[src/rtl/core/sgm_pkg.sv]
// ----------------------------------------------------------------------------
// sgm_pkg
// Types, constants and single-precision arithmetic for the sigmoid pipeline.
// ----------------------------------------------------------------------------
`timescale 1ns / 1ps
`default_nettype none

package sgm_pkg;

  localparam int NSTAGE    = 35;
  localparam int SEED_BITS = 12;
  localparam int DROP      = 24 - SEED_BITS;

  localparam logic [31:0] MAGIC   = 32'h4B40007F;
  localparam logic [31:0] LOG2E   = 32'h3FB8AA3B;
  localparam logic [31:0] MLN2_HI = 32'hBF317200;
  localparam logic [31:0] MLN2_LO = 32'hB5BFBE8E;
  localparam logic [31:0] C5      = 32'h3C07CFCE;
  localparam logic [31:0] C4      = 32'h3D2B9D0D;
  localparam logic [31:0] C3      = 32'h3E2AAD40;
  localparam logic [31:0] C2      = 32'h3EFFFEE3;
  localparam logic [31:0] C1      = 32'h3F7FFFFB;
  localparam logic [31:0] ONE     = 32'h3F800000;
  localparam logic [31:0] TWO     = 32'h40000000;
  localparam logic [30:0] CUTOFF_MAG = 31'h42AEAC4F;
  localparam logic [30:0] INF_MAG    = 31'h7F800000;
  localparam logic [31:0] QNAN_SET   = 32'hFFC00000;
  localparam logic [30:0] SEED_HALF  = 31'(1 << (DROP - 1));
  localparam logic [30:0] SEED_KEEP  = ~31'((1 << DROP) - 1);

  // One item as it moves down the pipeline
  typedef struct packed {
    logic        last;
    logic        neg;
    logic        ovr;
    logic [31:0] ovr_val;
    logic [31:0] z;
    logic [31:0] a;
    logic [31:0] s;
    logic [31:0] n;
    logic [31:0] t;
    logic [31:0] p;
    logic [31:0] ts;
    logic [31:0] e;
    logic [31:0] d;
    logic [31:0] r;
    logic [23:0] dv;
    logic [24:0] rem;
    logic [24:0] q;
  } sgm_item_t;

  // Leading zero count of a 50-bit word (50 when zero)
  function automatic logic [5:0] lzc50(input logic [49:0] m);
    logic [5:0] n;
    n = 6'd50;
    for (int i = 0; i < 50; i++) begin
      if (m[i]) n = 6'(49 - i);
    end
    return n;
  endfunction

  // Normalize, round to nearest even and pack; value = m * 2^x
  function automatic logic [31:0] round_pack(input logic sgn, input logic signed [11:0] x,
                                             input logic [49:0] m);
    logic [5:0]         lz;
    logic [49:0]        mn;
    logic signed [11:0] e;
    logic [26:0]        m27;
    logic [26:0]        lost;
    logic [4:0]         sh;
    logic [23:0]        sig;
    logic               up;
    logic [30:0]        mag;
    lz  = lzc50(m);
    mn  = m << lz;
    e   = x + 12'sd176 - $signed({6'b0, lz});
    m27 = {mn[49:24], |mn[23:0]};
    // denormalize below the normal range
    if (e <= 12'sd0) begin
      if (e < -12'sd25) begin
        m27 = {26'b0, |m27};
      end else begin
        sh   = 5'(12'sd1 - e);
        lost = m27 & ((27'd1 << sh) - 27'd1);
        m27  = (m27 >> sh) | {26'b0, |lost};
      end
    end
    sig = m27[26:3];
    up  = m27[2] & ((|m27[1:0]) | sig[0]);
    if (e >= 12'sd255) begin
      mag = INF_MAG;
    end else begin
      mag = {((e > 12'sd0) ? e[7:0] : 8'd0), sig[22:0]} + {30'b0, up};
    end
    if (m == 50'd0) mag = 31'd0;
    return {sgn, mag};
  endfunction

  function automatic logic [31:0] fmul(input logic [31:0] a, input logic [31:0] b);
    logic [7:0]         ea;
    logic [7:0]         eb;
    logic [23:0]        ma;
    logic [23:0]        mb;
    logic [47:0]        p;
    logic signed [11:0] x;
    ea = (a[30:23] == 8'd0) ? 8'd1 : a[30:23];
    eb = (b[30:23] == 8'd0) ? 8'd1 : b[30:23];
    ma = {a[30:23] != 8'd0, a[22:0]};
    mb = {b[30:23] != 8'd0, b[22:0]};
    p  = ma * mb;
    x  = $signed({4'b0, ea}) + $signed({4'b0, eb}) - 12'sd302;
    return round_pack(a[31] ^ b[31], x, {p, 2'b0});
  endfunction

  function automatic logic [31:0] fadd(input logic [31:0] a, input logic [31:0] b);
    logic [31:0] hi;
    logic [31:0] lo;
    logic [7:0]  e1;
    logic [7:0]  e2;
    logic [7:0]  dif;
    logic [27:0] bg;
    logic [27:0] sm;
    logic [27:0] lost;
    logic [27:0] sum;
    logic [31:0] res;
    if (b[30:0] > a[30:0]) begin
      hi = b;
      lo = a;
    end else begin
      hi = a;
      lo = b;
    end
    e1  = (hi[30:23] == 8'd0) ? 8'd1 : hi[30:23];
    e2  = (lo[30:23] == 8'd0) ? 8'd1 : lo[30:23];
    dif = e1 - e2;
    bg  = {1'b0, hi[30:23] != 8'd0, hi[22:0], 3'b0};
    sm  = {1'b0, lo[30:23] != 8'd0, lo[22:0], 3'b0};
    // align the smaller operand, folding lost bits into a sticky bit
    if (dif >= 8'd28) begin
      sm = {27'b0, |sm};
    end else begin
      lost = sm & ((28'd1 << dif[4:0]) - 28'd1);
      sm   = (sm >> dif[4:0]) | {27'b0, |lost};
    end
    sum = (hi[31] == lo[31]) ? bg + sm : bg - sm;
    if (sum == 28'd0) begin
      res = {hi[31] & lo[31], 31'b0};
    end else begin
      res = round_pack(hi[31], $signed({4'b0, e1}) - 12'sd153, {22'b0, sum});
    end
    return res;
  endfunction

  function automatic logic [31:0] fsub(input logic [31:0] a, input logic [31:0] b);
    return fadd(a, {~b[31], b[30:0]});
  endfunction

  // Four restoring division steps of 2^48 / dv
  function automatic sgm_item_t div_step(input sgm_item_t i);
    sgm_item_t   o;
    logic [24:0] r2;
    o = i;
    for (int k = 0; k < 4; k++) begin
      r2 = {o.rem[23:0], 1'b0};
      if (r2 >= {1'b0, o.dv}) begin
        o.rem = r2 - {1'b0, o.dv};
        o.q   = {o.q[23:0], 1'b1};
      end else begin
        o.rem = r2;
        o.q   = {o.q[23:0], 1'b0};
      end
    end
    return o;
  endfunction

  // Rounded reciprocal of d, then cut to the seed precision
  function automatic logic [31:0] recip_seed(input sgm_item_t i);
    logic [7:0]  ed;
    logic        up;
    logic [24:0] mq;
    logic [31:0] rb;
    logic [30:0] mag;
    ed = i.d[30:23];
    up = i.q[0] & ((i.rem != 25'd0) | i.q[1]);
    mq = {1'b0, i.q[24:1]} + {24'b0, up};
    if (i.d[22:0] == 23'd0) begin
      rb = {1'b0, 8'd254 - ed, 23'b0};
    end else if (mq[24]) begin
      rb = {1'b0, 8'd254 - ed, 23'b0};
    end else begin
      rb = {1'b0, 8'd253 - ed, mq[22:0]};
    end
    mag = rb[30:0];
    if (mag != 31'd0 && mag[30:23] != 8'hFF) begin
      mag = (mag + SEED_HALF) & SEED_KEEP;
      if (mag > INF_MAG) mag = INF_MAG;
    end
    return {rb[31], mag};
  endfunction

  // Work done by pipeline stage k
  function automatic sgm_item_t stage_fn(input logic [5:0] k, input sgm_item_t i);
    sgm_item_t   o;
    logic [30:0] mag;
    logic        nan;
    o   = i;
    mag = i.z[30:0];
    nan = mag > INF_MAG;
    case (k)
      6'd0: begin
        o.neg     = i.z[31];
        o.ovr     = nan | (mag > CUTOFF_MAG);
        o.ovr_val = nan ? (i.z | QNAN_SET) : (i.z[31] ? 32'd0 : ONE);
        o.z       = i.z | 32'h80000000;
      end
      6'd1:  o.a = fmul(i.z, LOG2E);
      6'd2:  o.a = fadd(i.a, MAGIC);
      6'd3: begin
        o.s = {i.a[8:0], 23'b0};
        o.n = fsub(i.a, MAGIC);
      end
      6'd4:  o.a = fmul(i.n, MLN2_HI);
      6'd5:  o.t = fadd(i.a, i.z);
      6'd6:  o.a = fmul(i.n, MLN2_LO);
      6'd7:  o.t = fadd(i.a, i.t);
      6'd8: begin
        o.p  = fmul(C5, i.t);
        o.ts = fmul(i.t, i.s);
      end
      6'd9:  o.p = fadd(i.p, C4);
      6'd10: o.p = fmul(i.p, i.t);
      6'd11: o.p = fadd(i.p, C3);
      6'd12: o.p = fmul(i.p, i.t);
      6'd13: o.p = fadd(i.p, C2);
      6'd14: o.p = fmul(i.p, i.t);
      6'd15: o.p = fadd(i.p, C1);
      6'd16: o.a = fmul(i.ts, i.p);
      6'd17: o.e = fadd(i.a, i.s);
      6'd18: o.d = fadd(i.e, ONE);
      6'd19: begin
        o.dv  = {1'b1, i.d[22:0]};
        o.rem = 25'h1000000 - {1'b0, 1'b1, i.d[22:0]};
        o.q   = 25'd1;
      end
      6'd20, 6'd21, 6'd22, 6'd23, 6'd24, 6'd25: o = div_step(i);
      6'd26: o.r = recip_seed(i);
      6'd27: o.a = fmul(i.r, i.d);
      6'd28: o.a = fsub(TWO, i.a);
      6'd29: o.r = fmul(i.r, i.a);
      6'd30: o.a = fmul(i.r, i.d);
      6'd31: o.a = fsub(TWO, i.a);
      6'd32: o.r = fmul(i.r, i.a);
      6'd33: o.a = fmul(i.e, i.r);
      6'd34: o.a = i.ovr ? i.ovr_val : (i.neg ? i.a : fsub(ONE, i.a));
      default: o = i;
    endcase
    return o;
  endfunction

endpackage

`default_nettype wire

[src/rtl/core/sgm_flow.sv]
// ----------------------------------------------------------------------------
// sgm_flow
// Per-stage load enables: a stage moves when it or any later stage holds a bubble
// or the output side is not stalled.
// ----------------------------------------------------------------------------
`timescale 1ns / 1ps
`default_nettype none

module sgm_flow
  import sgm_pkg::*;
(
  input  wire logic [NSTAGE-1:0] vld,
  input  wire logic              out_stall,
  output logic      [NSTAGE-1:0] ce
);

  localparam logic [NSTAGE-1:0] ONES = '1;

  // bubble at or after stage k lets stage k load
  always_comb begin
    for (int k = 0; k < NSTAGE; k++) begin
      ce[k] = ~out_stall | (|(~vld & (ONES << k)));
    end
  end

endmodule

`default_nettype wire

[config.mk]
export PLATFORM = sky130hd
export DESIGN_NAME = sgm_flow
export DESIGN_NICKNAME = d
export VERILOG_FILES = /design/src/rtl/core/sgm_pkg.sv /design/src/rtl/core/sgm_flow.sv
export SDC_FILE = /design/constraint.sdc
export NUM_CORES = 1
export LEC_CHECK = 0
export BUFFER_PORTS_ARGS = -buffer_cell sky130_fd_sc_hd__clkbuf_2
export CAP_MARGIN = 20
export CORE_UTILIZATION = 27
export DETAILED_ROUTE_END_ITERATION = 12
export PLACE_DENSITY = 0.85
export SLEW_MARGIN = 10
export SYNTH_ARGS = -nofsm -noshare
export SYNTH_HDL_FRONTEND = slang
export SYNTH_SLANG_ARGS = --single-unit
[constraint.sdc]
create_clock -name vclk -period 0.85
set_input_delay 0.0425 -clock vclk [all_inputs]
set_output_delay 0.0425 -clock vclk [all_outputs]
set_load 0.02 [all_outputs]
==> flow_metrics.env <==
export IMPL_hold_depth=3
export IMPL_port_buffers=71
export IMPL_grt_pass1_wl_um=2880
export IMPL_hold_viol=0
export IMPL_rows=14
export IMPL_syn_avg_cell_area_um2=5.71
export IMPL_synth_cells=78
export IMPL_dieArea_um2=1820
export IMPL_nClkBuffers=0
export IMPL_leakage_uw=0.000561
export IMPL_grt_antenna_before_repair=0
export IMPL_synth_top_family_by_area="simple AND/OR/NAND/NOR gates"
export IMPL_core_um2=1520
export IMPL_hold_start="out_stall"
export IMPL_fin_crit_sh=1.27
export IMPL_failed_checks="negative setup slack"
export IMPL_grt_use_total=0.194
export IMPL_rsz0062_at_grt="true"
export IMPL_ys_seq_area_frac=0
export IMPL_hpwlAfterDp_um=1720
export IMPL_antenna_cells=0
export IMPL_setup_tns_ps=-5260
export IMPL_grt_max_degree=15
export IMPL_synth_fa_ha_area_frac=0
export IMPL_synthToLayoutAreaGrowth_pct=181
export IMPL_final_setup_viol_count=31
export IMPL_synth_mux_area_frac=0
export IMPL_required_ps=810
export IMPL_yosys_warnings=0
export IMPL_power_density_nw_per_um2=280
export IMPL_vias=986
export IMPL_ant_nets=0
export IMPL_path_cells="buf_6 -> and3_4 -> inv_8 -> nor4_4 -> buf_4 -> nand3_1 -> buf_6"
export IMPL_drive_above_1_share=0.657
export IMPL_cap_viol_max_count=0
export IMPL_wl_per_cell_um=13.7
export IMPL_switching_share=0.475
export IMPL_start_util=0.292
export IMPL_firstDrtPassIters=4
export IMPL_post_route_min_period_ps=1080
export IMPL_crit_fanout=7
export IMPL_synthTopCellsByArea="nand4_1, nand3_1, nand2_1"
export IMPL_syn_nets=114
export IMPL_pin_count=71
export IMPL_via_per_inst=5.33
export IMPL_grt_pass1_vias=758
export IMPL_seqPwrFrac=0
export IMPL_slew_headroom=0.752
export IMPL_crit_family="simple AND/OR/NAND/NOR gates"
export IMPL_critical_path_buf_inv_count=4
export IMPL_fin_cells=185
export IMPL_fin_ws_ps=-226
export IMPL_remaining_drc_errors=0
export IMPL_fin_hold_ws_ps=332
export IMPL_worstPathArrival_ps=1030
export IMPL_fin_total_pwr_uw=352
export IMPL_p_int_uw=184
export IMPL_clock_power_share=0
export IMPL_fp_dieH_um=42.6
export IMPL_seq_cells=0
export IMPL_overflow=0
export IMPL_fp_dieW_um=42.6
export IMPL_synth_compound_area_share=0
export IMPL_yosysUniqueCellTypes=17
export IMPL_path_class="in2out"
export IMPL_gp_congestion=0.737
export IMPL_synth_area_um2=445
export IMPL_fmax_mhz=929
export IMPL_first_iter_violations=21
export IMPL_min_path_type="in2out"
export IMPL_status="finished, violations left"
export IMPL_p_comb_frac=1.000
export IMPL_pre_cts_slack_ps=-266
export IMPL_worstHoldEndpoint="ce[34]"
export IMPL_crit_slowest_cell="and3_4"
export IMPL_routed_wl_um=2530
export IMPL_dp_cells=179
export IMPL_synth_top_area_share=0.211
export IMPL_yosysTopAreaCell="nand4_1"
export IMPL_end_kind="output pin"
export IMPL_cpPeakStageDelay_ps=220
export IMPL_ir_drop_v=0.000178
export IMPL_worst_setup_path_start_kind="primary input"
export IMPL_yosys_area_share_simple=0.902
export IMPL_switchingPower_uw=167
export IMPL_synth_xor_area_frac=0
export IMPL_cp_depth=7
export IMPL_worst_pin_slew_ps=369
export IMPL_nets=207
export IMPL_register_area_um2=0
export IMPL_drv_slew=0
export IMPL_cp_common_cell="buf_6"
[synth_stat cells]
cell type  count
nand4_1       15
nor4_4         1
nand3_2        1
inv_4          1
clkbuf_1       1
nand3_1       17
nor2_1         6
nor4_2         3
and3_4         1
nor4_1         3
and4_1         1
and2_1         1
nor3_1         3
and3_1         3
inv_1          6
buf_6          1
nand2_1       14
[logic make-up (layout without fill, tap and decap cells)]
family | Yosys count | after routing
and+or+nand+nor | 69 | 69
buffers and inverters | 9 | 100
[power by group through the flow]
stage	registers (uW)	clock network, uW	logic, uW
after CTS	0	0	269
final	0	0	352
after global routing	0	0	375
after floorplan	0	0	85.8
after detailed placement	0	0	267
after global placement	0	0	257
[repair_timing]
action                     CTS  global route
setup endpoints to repair   29            29
hold buffers                 0             0
resized for setup            1            92
hold endpoints to repair     0             0
setup buffers                0             5
gates cloned                 0             1
pin swaps                    0             9
[metal layers]
| metal | global-route usage | part of all wire | routed length (um) |
|---|---|---|---|
| met1 | 0.208 | 0.36 | 905 |
| met2 | 0.425 | 0.58 | 1460 |
| met3 | 0.00431 | 0.060 | 152 |
| met4 | 0.00625 | 0.0063 | 16 |
| met5 | 0 | 0 | 0 |
[layout make-up]
class              instances  area (um^2)
repair buffers            93          686
well taps                 16         20.0
inverters                  7         33.8
fillers                  104          270
multi-input cells         69          514
[cell usage in the layout, fill, tap and decap left out, drive strengths merged]
cell,n
and2,1
and3,4
and4,1
buf,64
clkbuf,29
inv,7
nand2,14
nand3,18
nand4,15
nor2,6
nor3,3
nor4,7
[how the worst max path moves through the flow]
stage	start	endpoint	slack (ps)
global placement	vld[32]	ce[14]	-240
global route	vld[26]	ce[21]	-300
CTS	vld[8]	ce[4]	-240
floorplan	vld[33]	ce[0]	-130
finish	vld[34]	ce[13]	-230
detailed placement	vld[32]	ce[4]	-270
[through the flow]
stage	utilization	instance area [um^2]
2_1_floorplan	-	514
3_3_place_gp	0.650	991
3_5_place_dp	0.650	991
4_1_cts	0.653	995
5_1_grt	0.823	1250
6_report	0.823	1250
Power figures use the tool's default switching activity.
